File: config.mk
export PLATFORM = sky130hd
export DESIGN_NAME = calibrated_moisture_averager
export DESIGN_NICKNAME = d
export VERILOG_FILES = /design/src/hdl/cma_pkg.sv /design/src/hdl/cma_div.sv /design/src/hdl/cma_datapath.sv /design/src/hdl/cma_ctrl.sv /design/src/hdl/calibrated_moisture_averager.sv
export SDC_FILE = /design/constraint.sdc
export NUM_CORES = 1
export LEC_CHECK = 0
export BUFFER_PORTS_ARGS = -buffer_cell sky130_fd_sc_hd__buf_2
export CAP_MARGIN = 0
export CORE_UTILIZATION = 50
export CTS_CLUSTER_DIAMETER = 60
export CTS_CLUSTER_SIZE = 16
export DETAILED_ROUTE_END_ITERATION = 16
export HOLD_SLACK_MARGIN = 0.03
export MAX_ROUTING_LAYER = met4
export PLACE_DENSITY = 0.68
export RECOVER_POWER = 50
export SYNTH_ARGS = -nofsm -noshare
export SYNTH_HDL_FRONTEND = slang
export SYNTH_HIERARCHICAL = 1
export SYNTH_SLANG_ARGS = --single-unit
File: constraint.sdc
create_clock -name clk -period 7.99 [get_ports clk]
set_clock_uncertainty 0.1 [all_clocks]
set_input_delay 0 -clock clk [delete_from_list [all_inputs] [get_ports clk]]
set_output_delay 0 -clock clk [all_outputs]
set_load 0.02 [all_outputs]
File: src/hdl/cma_pkg.sv
// Shared types, constants and widths for the calibrated moisture averager.
package cma_pkg;

  localparam int CHANNELS_DEF = 8;
  localparam int ADC_BITS     = 10;
  localparam int CHAN_W       = 3;
  localparam int SAMPLE_W     = 10;
  localparam int SUM_W        = 16;
  localparam int CNT_W        = 7;
  localparam int SPA_W        = 7;
  localparam int PCT_W        = 7;
  localparam int DIV_W        = 17;

  localparam int S_TDATA_W = 16;
  localparam int S_TUSER_W = 3;
  localparam int M_TDATA_W = 16;
  localparam int M_TUSER_W = 1;
  localparam int CFG_IDX_W = 2;
  localparam int CFG_DAT_W = 7;

  localparam logic [ADC_BITS-1:0] ADC_MAX   = {ADC_BITS{1'b1}};
  localparam logic [SPA_W-1:0]    SPA_MAX   = 7'd64;
  localparam logic [SPA_W-1:0]    SPA_MIN   = 7'd1;
  localparam logic [SPA_W-1:0]    SPA_RESET = 7'd40;
  localparam logic [CNT_W-1:0]    CNT_SAT   = 7'd127;
  localparam logic [PCT_W-1:0]    PCT_FULL  = 7'd100;

  typedef logic [1:0] cmd_t;
  localparam cmd_t CMD_MEAS = 2'd0;
  localparam cmd_t CMD_DRY  = 2'd1;
  localparam cmd_t CMD_WET  = 2'd2;

  typedef logic [CFG_IDX_W-1:0] reg_idx_t;
  localparam reg_idx_t REG_CAP_SENSOR = 2'd0;
  localparam reg_idx_t REG_SPA        = 2'd1;

  // Commands from the controller to the datapath.
  typedef struct packed {
    logic load;       // capture the accepted request
    logic update;     // update the channel entry
    logic div_start;  // start the shared divider
    logic div_pct;    // divider operands: 1 percent mapping, 0 average
    logic emit;       // load the output register
  } ctrl_cmd_t;

  // Status from the datapath to the controller.
  typedef struct packed {
    logic has_result;
    logic cal_err;
    logic div_done;
    logic out_free;
  } dp_status_t;

endpackage

File: src/hdl/cma_div.sv
// Restoring unsigned divider, one quotient bit per cycle.
module cma_div #(
  parameter int W = 17
) (
  input  logic         clk,
  input  logic         rst,
  input  logic         start,
  input  logic [W-1:0] dividend,
  input  logic [W-1:0] divisor,
  output logic         done,
  output logic [W-1:0] quotient
);

  localparam int CNT_BITS = (W > 1) ? $clog2(W) : 1;
  localparam logic [CNT_BITS-1:0] LAST = CNT_BITS'(W - 1);

  logic                busy;
  logic [CNT_BITS-1:0] cnt;
  logic [W-1:0]        rem;
  logic [W-1:0]        quo;
  logic [W-1:0]        dsr;
  logic [W:0]          shifted;
  logic [W:0]          trial;
  logic                fits;

  assign shifted  = {rem, quo[W-1]};
  assign trial    = shifted - {1'b0, dsr};
  assign fits     = shifted >= {1'b0, dsr};
  assign done     = busy && (cnt == LAST);
  assign quotient = quo;

  always_ff @(posedge clk) begin
    if (rst) begin
      busy <= 1'b0;
      cnt  <= '0;
    end else if (start) begin
      busy <= 1'b1;
      cnt  <= '0;
    end else if (done) begin
      busy <= 1'b0;
    end else if (busy) begin
      cnt <= cnt + 1'b1;
    end
  end

  always_ff @(posedge clk) begin
    if (start) begin
      rem <= '0;
      quo <= dividend;
      dsr <= divisor;
    end else if (busy) begin
      rem <= fits ? trial[W-1:0] : shifted[W-1:0];
      quo <= {quo[W-2:0], fits};
    end
  end

endmodule

File: src/hdl/cma_datapath.sv
// Datapath: channel tables, configuration, clamp and accumulate, divider, output register.
module cma_datapath #(
  parameter int CHANNELS = cma_pkg::CHANNELS_DEF
) (
  input  logic                           clk,
  input  logic                           rst,
  input  cma_pkg::ctrl_cmd_t             cmd,
  output cma_pkg::dp_status_t            status,
  input  logic [cma_pkg::S_TDATA_W-1:0]  s_tdata,
  input  logic [cma_pkg::S_TUSER_W-1:0]  s_tuser,
  input  logic                           cfg_valid,
  input  logic [cma_pkg::CFG_IDX_W-1:0]  cfg_index,
  input  logic [cma_pkg::CFG_DAT_W-1:0]  cfg_data,
  output logic                           m_tvalid,
  input  logic                           m_tready,
  output logic [cma_pkg::M_TDATA_W-1:0]  m_tdata,
  output logic [cma_pkg::M_TUSER_W-1:0]  m_tuser
);

  import cma_pkg::*;

  localparam int CH_W = (CHANNELS > 1) ? $clog2(CHANNELS) : 1;

  function automatic logic [ADC_BITS-1:0] track(input logic [ADC_BITS-1:0] cur,
                                                input logic [ADC_BITS-1:0] x,
                                                input logic keep_min,
                                                input logic reload);
    logic [ADC_BITS-1:0] base;
    base = reload ? (keep_min ? ADC_MAX : '0) : cur;
    if (keep_min) begin
      return (x < base) ? x : base;
    end
    return (x > base) ? x : base;
  endfunction

  // Configuration registers.
  logic             cap_sensor;
  logic [SPA_W-1:0] spa;
  logic [SPA_W-1:0] spa_eff;

  // Captured request.
  cmd_t                in_cmd;
  logic [CHAN_W-1:0]   in_ch;
  logic [SAMPLE_W-1:0] in_sample;
  logic                in_restart;

  // Per-channel state.
  logic [SUM_W-1:0]    sum_mem [CHANNELS];
  logic [CNT_W-1:0]    cnt_mem [CHANNELS];
  logic [ADC_BITS-1:0] dry_mem [CHANNELS];
  logic [ADC_BITS-1:0] wet_mem [CHANNELS];

  logic [CH_W-1:0]     idx;
  logic                ch_ok;
  logic [SUM_W-1:0]    cur_sum;
  logic [CNT_W-1:0]    cur_cnt;
  logic [ADC_BITS-1:0] cur_dry;
  logic [ADC_BITS-1:0] cur_wet;
  logic [ADC_BITS-1:0] x;
  logic [ADC_BITS-1:0] x_clamped;
  logic [SUM_W-1:0]    sum_next;
  logic [CNT_W-1:0]    cnt_next;
  logic                is_meas;
  logic                window_full;

  // Percent mapping.
  logic [SUM_W-1:0]    avg;
  logic                num_neg;
  logic                den_neg;
  logic [SUM_W-1:0]    avg_diff;
  logic [ADC_BITS-1:0] num_diff;
  logic [ADC_BITS-1:0] den_mag;
  logic [DIV_W-1:0]    num_mag;
  logic                q_neg;
  logic [PCT_W-1:0]    pct_calc;

  // Divider.
  logic [DIV_W-1:0] div_dividend;
  logic [DIV_W-1:0] div_divisor;
  logic [DIV_W-1:0] div_quo;
  logic             div_done;

  // Output register.
  logic              out_valid;
  logic [CHAN_W-1:0] out_ch;
  logic [PCT_W-1:0]  out_pct;
  logic              out_err;

  always_comb begin
    if (spa == '0) begin
      spa_eff = SPA_MIN;
    end else if (spa > SPA_MAX) begin
      spa_eff = SPA_MAX;
    end else begin
      spa_eff = spa;
    end
  end

  always_ff @(posedge clk) begin
    if (rst) begin
      cap_sensor <= 1'b1;
      spa        <= SPA_RESET;
    end else if (cfg_valid) begin
      case (cfg_index)
        REG_CAP_SENSOR: cap_sensor <= cfg_data[0];
        REG_SPA:        spa        <= cfg_data;
        default: ;
      endcase
    end
  end

  always_ff @(posedge clk) begin
    if (cmd.load) begin
      in_ch      <= s_tdata[CHAN_W-1:0];
      in_sample  <= s_tdata[CHAN_W +: SAMPLE_W];
      in_cmd     <= s_tuser[1:0];
      in_restart <= s_tuser[2];
    end
  end

  assign idx     = CH_W'(in_ch);
  assign ch_ok   = int'(in_ch) < CHANNELS;
  assign cur_sum = sum_mem[idx];
  assign cur_cnt = cnt_mem[idx];
  assign cur_dry = dry_mem[idx];
  assign cur_wet = wet_mem[idx];
  assign x       = in_sample[ADC_BITS-1:0];

  // The wet bound is checked first, so when the calibration points are crossed it wins for samples below it.
  always_comb begin
    if (x < cur_wet) begin
      x_clamped = cur_wet;
    end else if (x > cur_dry) begin
      x_clamped = cur_dry;
    end else begin
      x_clamped = x;
    end
  end

  assign sum_next    = cur_sum + SUM_W'(x_clamped);
  assign cnt_next    = (cur_cnt == CNT_SAT) ? cur_cnt : cur_cnt + 1'b1;
  assign is_meas     = ch_ok && (in_cmd == CMD_MEAS);
  assign window_full = cnt_next >= spa_eff;

  always_ff @(posedge clk) begin
    if (rst) begin
      for (int i = 0; i < CHANNELS; i++) begin
        sum_mem[i] <= '0;
        cnt_mem[i] <= '0;
        dry_mem[i] <= '0;
        wet_mem[i] <= '0;
      end
    end else if (cmd.update && ch_ok) begin
      case (in_cmd)
        CMD_MEAS: begin
          sum_mem[idx] <= window_full ? '0 : sum_next;
          cnt_mem[idx] <= window_full ? '0 : cnt_next;
        end
        CMD_DRY: dry_mem[idx] <= track(cur_dry, x, cap_sensor, in_restart);
        CMD_WET: wet_mem[idx] <= track(cur_wet, x, !cap_sensor, in_restart);
        default: ;
      endcase
    end
  end

  // The average sits in the divider's quotient once the first division ends.
  // It can exceed full scale when the window was shortened while samples were pending.
  assign avg      = div_quo[SUM_W-1:0];
  assign num_neg  = avg > SUM_W'(cur_wet);
  assign avg_diff = num_neg ? (avg - SUM_W'(cur_wet)) : (SUM_W'(cur_wet) - avg);
  // A distance beyond full scale already puts the quotient at 100 or more.
  assign num_diff = (avg_diff > SUM_W'(ADC_MAX)) ? ADC_MAX : avg_diff[ADC_BITS-1:0];
  assign num_mag  = DIV_W'(num_diff) * DIV_W'(PCT_FULL);
  assign den_neg  = cur_wet > cur_dry;
  assign den_mag  = den_neg ? (cur_wet - cur_dry) : (cur_dry - cur_wet);

  always_ff @(posedge clk) begin
    if (cmd.div_start && cmd.div_pct) begin
      q_neg <= num_neg ^ den_neg;
    end
  end

  assign div_dividend = cmd.div_pct ? num_mag : DIV_W'(sum_next);
  assign div_divisor  = cmd.div_pct ? DIV_W'(den_mag) : DIV_W'(spa_eff);

  cma_div #(
    .W(DIV_W)
  ) u_div (
    .clk     (clk),
    .rst     (rst),
    .start   (cmd.div_start),
    .dividend(div_dividend),
    .divisor (div_divisor),
    .done    (div_done),
    .quotient(div_quo)
  );

  // A positive quotient always saturates at the wet end.
  always_comb begin
    if (!q_neg) begin
      pct_calc = PCT_FULL;
    end else if (div_quo >= DIV_W'(PCT_FULL)) begin
      pct_calc = '0;
    end else begin
      pct_calc = PCT_FULL - div_quo[PCT_W-1:0];
    end
  end

  always_ff @(posedge clk) begin
    if (rst) begin
      out_valid <= 1'b0;
    end else if (cmd.emit) begin
      out_valid <= 1'b1;
    end else if (m_tready) begin
      out_valid <= 1'b0;
    end
  end

  always_ff @(posedge clk) begin
    if (cmd.emit) begin
      out_ch  <= in_ch;
      out_err <= status.cal_err;
      out_pct <= status.cal_err ? '0 : pct_calc;
    end
  end

  assign status.has_result = is_meas && window_full;
  assign status.cal_err    = cur_dry == cur_wet;
  assign status.div_done   = div_done;
  assign status.out_free   = !out_valid || m_tready;

  assign m_tvalid = out_valid;
  assign m_tdata  = {(M_TDATA_W - PCT_W - CHAN_W)'(0), out_pct, out_ch};
  assign m_tuser  = out_err;

endmodule

File: src/hdl/cma_ctrl.sv
// Controller state machine that sequences accept, update, divisions and result output.
module cma_ctrl (
  input  logic                 clk,
  input  logic                 rst,
  input  logic                 s_tvalid,
  output logic                 s_tready,
  input  cma_pkg::dp_status_t  status,
  output cma_pkg::ctrl_cmd_t   cmd
);

  import cma_pkg::*;

  typedef enum logic [5:0] {
    S_IDLE   = 6'b000001,
    S_UPDATE = 6'b000010,
    S_AVG    = 6'b000100,
    S_MAP    = 6'b001000,
    S_PCT    = 6'b010000,
    S_EMIT   = 6'b100000
  } state_t;

  state_t state;
  state_t state_next;

  always_ff @(posedge clk) begin
    if (rst) begin
      state <= S_IDLE;
    end else begin
      state <= state_next;
    end
  end

  always_comb begin
    state_next = state;
    cmd        = '0;
    s_tready   = 1'b0;
    case (state)
      S_IDLE: begin
        s_tready = 1'b1;
        if (s_tvalid) begin
          cmd.load   = 1'b1;
          state_next = S_UPDATE;
        end
      end
      S_UPDATE: begin
        cmd.update = 1'b1;
        if (!status.has_result) begin
          state_next = S_IDLE;
        end else if (status.cal_err) begin
          state_next = S_EMIT;
        end else begin
          cmd.div_start = 1'b1;
          state_next    = S_AVG;
        end
      end
      S_AVG: begin
        if (status.div_done) begin
          state_next = S_MAP;
        end
      end
      S_MAP: begin
        cmd.div_start = 1'b1;
        cmd.div_pct   = 1'b1;
        state_next    = S_PCT;
      end
      S_PCT: begin
        cmd.div_pct = 1'b1;
        if (status.div_done) begin
          state_next = S_EMIT;
        end
      end
      S_EMIT: begin
        if (status.out_free) begin
          cmd.emit   = 1'b1;
          state_next = S_IDLE;
        end
      end
      default: begin
        state_next = S_IDLE;
      end
    endcase
  end

endmodule

File: src/hdl/calibrated_moisture_averager.sv
// Top level of the calibrated moisture averager.
//
// Requests arrive on the s_ stream: one sample for one channel with a command
// (measure, dry calibration, wet calibration) and a restart flag. Calibration
// requests update the channel's dry or wet point and produce no result.
// Measurement requests are clamped and summed per channel; when the channel's
// window is full one result (channel, percent, error flag) leaves on m_.
// Configuration writes on cfg_ (index 0 sensor type, 1 samples per average)
// are always ready and must only be issued while the block is idle.
// Sequence: a request without a result passes through accept and update.
// A request that fills a window passes through accept, update, two
// passes of the shared bit-serial divider (average, then percent
// mapping) with one setup state between them, and one load into the output
// register, after which m_tvalid rises. With equal calibration points the
// divider is skipped: the error result is loaded after update, and the
// block takes a new request once that load is done.
// The output register holds a result while m_tready is low; the block keeps
// taking requests until it has a new result to load, then waits.
// Reset clears all channel state and restores the configuration defaults.
module calibrated_moisture_averager #(
  parameter int CHANNELS = cma_pkg::CHANNELS_DEF
) (
  input  logic                           clk,
  input  logic                           rst,
  input  logic                           s_tvalid,
  output logic                           s_tready,
  // channel[2:0], sample[12:3], zero[15:13]
  input  logic [cma_pkg::S_TDATA_W-1:0]  s_tdata,
  // cmd[1:0], restart[2]
  input  logic [cma_pkg::S_TUSER_W-1:0]  s_tuser,
  output logic                           m_tvalid,
  input  logic                           m_tready,
  // out_channel[2:0], percent[9:3], zero[15:10]
  output logic [cma_pkg::M_TDATA_W-1:0]  m_tdata,
  // cal_error[0]
  output logic [cma_pkg::M_TUSER_W-1:0]  m_tuser,
  input  logic                           cfg_valid,
  output logic                           cfg_ready,
  input  logic [cma_pkg::CFG_IDX_W-1:0]  cfg_index,
  input  logic [cma_pkg::CFG_DAT_W-1:0]  cfg_data
);

  import cma_pkg::*;

  ctrl_cmd_t  cmd;
  dp_status_t status;

  assign cfg_ready = 1'b1;

  cma_ctrl u_ctrl (
    .clk     (clk),
    .rst     (rst),
    .s_tvalid(s_tvalid),
    .s_tready(s_tready),
    .status  (status),
    .cmd     (cmd)
  );

  cma_datapath #(
    .CHANNELS(CHANNELS)
  ) u_datapath (
    .clk      (clk),
    .rst      (rst),
    .cmd      (cmd),
    .status   (status),
    .s_tdata  (s_tdata),
    .s_tuser  (s_tuser),
    .cfg_valid(cfg_valid),
    .cfg_index(cfg_index),
    .cfg_data (cfg_data),
    .m_tvalid (m_tvalid),
    .m_tready (m_tready),
    .m_tdata  (m_tdata),
    .m_tuser  (m_tuser)
  );

endmodule

[After elaboration in Yosys (flattened, before gate mapping)]
Memories as Yosys holds them, arrays and structs flattened. A register that Yosys moved wholly into a read port is not among the register bits.
Index checks and enable logic that the tools add are counted.
Word-level totals
  register bits after elaboration: 100
  RAM bits: 344
  bits of input ports: 33
  output and inout port bits: 20
  word-level logic and storage cells: 181
  memories kept: 4
Memory list
  u_datapath.sum_mem: depth 8, width 16, read ports 1, clocked after memory_dff 1, wr ports 8, RTL line cma_datapath.sv:48  | logic [SUM_W-1:0] sum_mem [CHANNELS];
  u_datapath.dry_mem: depth 8, width 10, read ports 1, clocked after memory_dff 1, wr ports 8, RTL line cma_datapath.sv:50  | logic [ADC_BITS-1:0] dry_mem [CHANNELS];
  u_datapath.wet_mem: depth 8, width 10, read ports 1, clocked after memory_dff 1, wr ports 8, RTL line cma_datapath.sv:51  | logic [ADC_BITS-1:0] wet_mem [CHANNELS];
  u_datapath.cnt_mem: depth 8, width 7, read ports 1, clocked after memory_dff 1, wr ports 8, RTL line cma_datapath.sv:49  | logic [CNT_W-1:0] cnt_mem [CHANNELS];
Cells by class
  add/sub/neg operators: 9
  multipliers: 1
  magnitude comparators: 13
  equality and inequality tests: 16
  mux-type cells: 94
  bitwise gates (word level): 3
  reductions and logical operators: 22
Operators by type and width (count)
  10-bit two-way mux: 24
  17-bit two-way mux: 4
  7-bit two-way mux: 8
  16-bit two-way mux: 3
  10-bit > comparator: 4
  1-bit two-way mux: 39
  6-bit two-way mux: 6
  6-bit one-hot mux with 6 select lines: 1
  10-bit < comparator: 3
  3-bit two-way mux: 8
  10-bit OR reduction: 2
  10-bit subtractor: 2
  18-bit by 17-bit >= comparator with 1-bit output: 1
  17-bit by 7-bit >= comparator with 1-bit output (second input constant): 1
  17-bit subtractor: 1
  16-bit by 10-bit adder with 16-bit output: 1
  16-bit by 10-bit > comparator with 1-bit output: 1
  16-bit by 10-bit > comparator with 1-bit output (second input constant): 1
  16-bit OR reduction: 1
  10-bit by 16-bit subtractor with 16-bit output: 1
  16-bit by 10-bit subtractor with 16-bit output: 1
  10-bit by 5-bit multiplier with 15-bit output (second input constant): 1
  10-bit equality test: 1
  7-bit by 1-bit adder with 7-bit output (second input constant): 1
  other kinds (30): 42

[Longest topological paths before layout]
  depth after elaboration: 10
  gate-level depth with buffers: 34
  gate-level depth less buffers: 28

[Modules after synthesis]
Netlist, hierarchy kept.
By module, submodules not included
  cma_datapath: instances 1, cells each 1858, area each 22033.6 um^2, seq. area each 11410.9 um^2
  cma_div: instances 1, cells each 302, area each 3171.8 um^2, seq. area each 1481.4 um^2
  cma_ctrl: instances 1, cells each 54, area each 471.7 um^2, seq. area each 120.1 um^2
  calibrated_moisture_averager: instances 1, cells each 2, area each 11.3 um^2, seq. area each 0.0 um^2

[Worst setup path before layout]
No wires, ideal clock.
  path type: flip-flop to flip-flop
  start: register with a tool-made name
  end: register u_datapath.u_div.quo[16], in the netlist u_datapath/u_div/quotient[16], data pin
  setup time: 0.260 ns
  data arrival time: 7.101 ns
  data required time: 7.630 ns
  path slack: 0.530 ns
  stages on the path, launching flop included: 34
  path buffers: 8
  clock period less this slack: 7.460 ns
  cell sequence: dfxtp_1 > buf_4 > buf_8 > buf_8 > buf_8 > buf_4 > mux4_2 > mux2_2 > ha_1 > buf_2 > a21oi_2 > nor3b_1 > o21a_2 > and2_1 > buf_4 > nor3_1 > or3_4 > a211oi_4 > buf_2 > nand2_1 > ha_1 > ha_1 > fa_1 > ha_1 > a21o_1 > a21oi_1 > o21bai_1 > a21oi_1 > o21bai_1 > a21oi_1 > o21ai_0 > xnor2_1 > nor2_1 > mux2_2
RTL lines
  end signal: assignment: RTL line cma_div.sv:49  | quo <= dividend;
  end signal: assignment: RTL line cma_div.sv:53  | quo <= {quo[W-2:0], fits};
  end: declaration: RTL line cma_div.sv:20  | logic [W-1:0] quo;

==> reports/metrics.csv <==
metric,value,unit
final_layout_size_suffix_gt1_frac,0.1394,
ir_drop,0.0001773,V
final-max-slew-violation-count,89,
die-area,52290,um2
via_count,18030,
fmax,133.2,MHz
slowest_delay,540,ps
die_w,228.7,um
rsz0062_at_grt,false,
whs,50.81,ps
coreArea,50380,um2
powerDensity,242.8,nW/um2
syn_inst,2216,
endpoint_kind,flip-flop,
crit_type,flip-flop to flip-flop,
finalCriticalPeriod,7505,ps
r2r_cells,29,
reg2reg_to,u_datapath/u_div/quotient[16],
io_pins,53,
start_util,0.5099,
critPathMaxFanout,12,
status,finished with violations,
post-place-cells,2874,
min_from,s_tdata[12],
worstHoldPathCells,2,
gp_congestion,0.9279,
cp-start-kind,flip-flop,
violations,"max-capacitance violations, max-slew violations",
grt_max_degree,48,
hold_violations,0,
first_global_vias,18040,
critPathTopFamily,adder cells,
grt_pass1_wl,105500,um
yosys.area.top_type,edfxtp_1,
final-setup-viol-count,0,
cts.sinks,447,
rows,82,
regToRegSetupSlack,480,ps
fin_nets,2487,
setup_tns,0,ps
tightest_slew,1944,ps
root_buffer,clkbuf_16,
synthArstFlopShare,0,
via_per_inst,6.016,
max_slew_margin,-0.3062,
antenna_left,0,
instances_no_fill,2997,
clock_latency,590,ps
port-buffer-count,42,
ys_types,92,
first_pass_iters,5,
drc_errors,0,
grt-ovfl-total,0,
cts_tree,built,
crit_slowest_cell,mux4_2,
crit_buf_inv,3,
synthTopCellsByCount,"nor2_1 (434), edfxtp_1 (406), ha_1 (151)",
period_share,0.9393,
synth_edf_count,406,
area.growth.synth_to_final,10.27,%
leakage,10.86,nW
synth-seq-cells,447,
synth_top_cell_area_share,0.4746,
clkSlewWorstSetupHoldPaths,70,ps
hold_class,input port to flip-flop,
path_depth,29,
critPathRequiredTime,8220,ps
drt_iter0_drc,1736,
ys_seq_area_frac,0.5066,
cts_buffer_depth,3,
synth_area_per_cell,11.59,um2
whs_endpoint,u_datapath/in_sample[9],
htree_levels,2,
die_height,228.7,um
dp_hpwl,47910,um
yosysWarnings,6,
grt_antenna_before_repair,1,
drt-total-wl,68590,um
yosysMostFrequentCell,nor2_1,
grt_usage,0.2719,
cap_viol_max_count,4,
wire_per_inst,22.88,um
synth_area_leaders,"edfxtp_1 (47%), mux4_2 (7.5%), ha_1 (7.4%)",
critPathArrivalTime,7740,ps
synthFlopType,edfxtp_1,
cts_buffers,40,
syn-cell-area,25690,um2
[layer usage]
| metal | up-vias | global-route usage | wire, um |
|---|---|---|---|
| met5 | - | - | 0 |
| met4 | 0 | 0.08494 | 1857 |
| met3 | 114 | 0.02944 | 4793 |
| met2 | 676 | 0.4304 | 32450 |
| met1 | 9012 | 0.3691 | 29490 |
| li1 | 8229 | - | - |
[registers in the layout, summed over array words and instances, names as in the netlist, 2 cells and up, named ones only]
signal                     flops
u_datapath/in_cmd              2
u_datapath/sum_mem           128
u_datapath/u_div/quotient     17
u_datapath/spa                 7
u_datapath/dry_mem            80
u_datapath/u_div/cnt           5
u_datapath/wet_mem            80
u_ctrl/state                   6
u_datapath/u_div/dsr          17
u_datapath/out_ch              3
u_datapath/idx                 3
u_datapath/in_sample          10
u_datapath/out_pct             7
u_datapath/u_div/rem          17
u_datapath/cnt_mem            56
[placed cells by master, fill, tap and decap left out, drive strengths merged, types with 41 or more instances in the layout]
cell,n
a21oi,74
mux2,84
dfxtp,41
mux2i,60
nand2,139
edfxtp,406
ha,151
nor2,435
mux4,86
nand2b,49
dlygate4sd3,46
o21ai,89
buf,65
clkbuf,75
inv,118
[metrics by stage]
stage	setup WS (ps)	total power, W	util	instance area [um2]
after floorplan	529.5	0.004306	-	25730
after global placement	391.8	0.004873	0.5280	26600
after detailed placement	307.3	0.004909	0.5280	26600
after CTS	277.0	0.006882	0.5630	28360
after global routing	18.74	0.007183	0.5623	28330
final	484.9	0.006877	0.5623	28330
[power breakdown]
part / internal [W] / total, W / switching, W
Sequential: 0.00265 / 0.00274 / 0.0000910
Combinational: 0.000846 / 0.00218 / 0.00133
Clock: 0.00104 / 0.00196 / 0.000920
Total: 0.00453 / 0.00688 / 0.00234
[logic make-up after synthesis]
group / share of synthesized area
multiplexers: 0.1357
AND/OR/NAND/NOR: 0.1346
flip-flops: 0.5066
adder cells (fa/ha/maj): 0.08212
other: 0.0002924
buffers and inverters: 0.03780
AO/OA/AOI/OAI: 0.08280
XOR/XNOR: 0.02012
[worst max-delay path by stage]
stage	to	startpoint	slack, ps
6_report	u_datapath/u_div/quotient[16]	flip-flop	480
5_1_grt	u_datapath/u_div/quotient[16]	flip-flop	20
4_1_cts	u_datapath/u_div/quotient[16]	flip-flop	280
3_5_place_dp	u_datapath/u_div/quotient[16]	flip-flop	310
3_3_place_gp	u_datapath/u_div/quotient[16]	flip-flop	390
2_1_floorplan	u_datapath/u_div/quotient[16]	flip-flop	530
[worst reg2reg max path: cells and delay by family (launching register included)]
kind                     cells  cell delay (ps)
buffers and inverters        3              510
AO/OA/AOI/OAI               11             2010
adder cells (fa/ha/maj)      6             2050
multiplexers                 3             1030
XOR/XNOR                     1              160
AND/OR/NAND/NOR              5              870
flip-flops                   1              520
[final cells by class]
| cell class | instances | area, um2 |
|---|---|---|
| clock buffer | 54 | 1064 |
| clock inverter | 20 | 240.2 |
| inverter | 111 | 416.7 |
| multi-input combinational | 1560 | 11740 |
| antenna | 1 | 2.502 |
| timing repair buffer | 132 | 1003 |
| tap | 672 | 840.8 |
| fill | 4308 | 22050 |
| sequential | 447 | 13020 |
[timing repair]
action	CTS	global route
hold buffers	46	0
endpoints found under the hold margin	36	0
setup buffers	0	2
setup endpoints to repair	0	4
resized for setup	0	4
(Power assumes the default switching activity.)
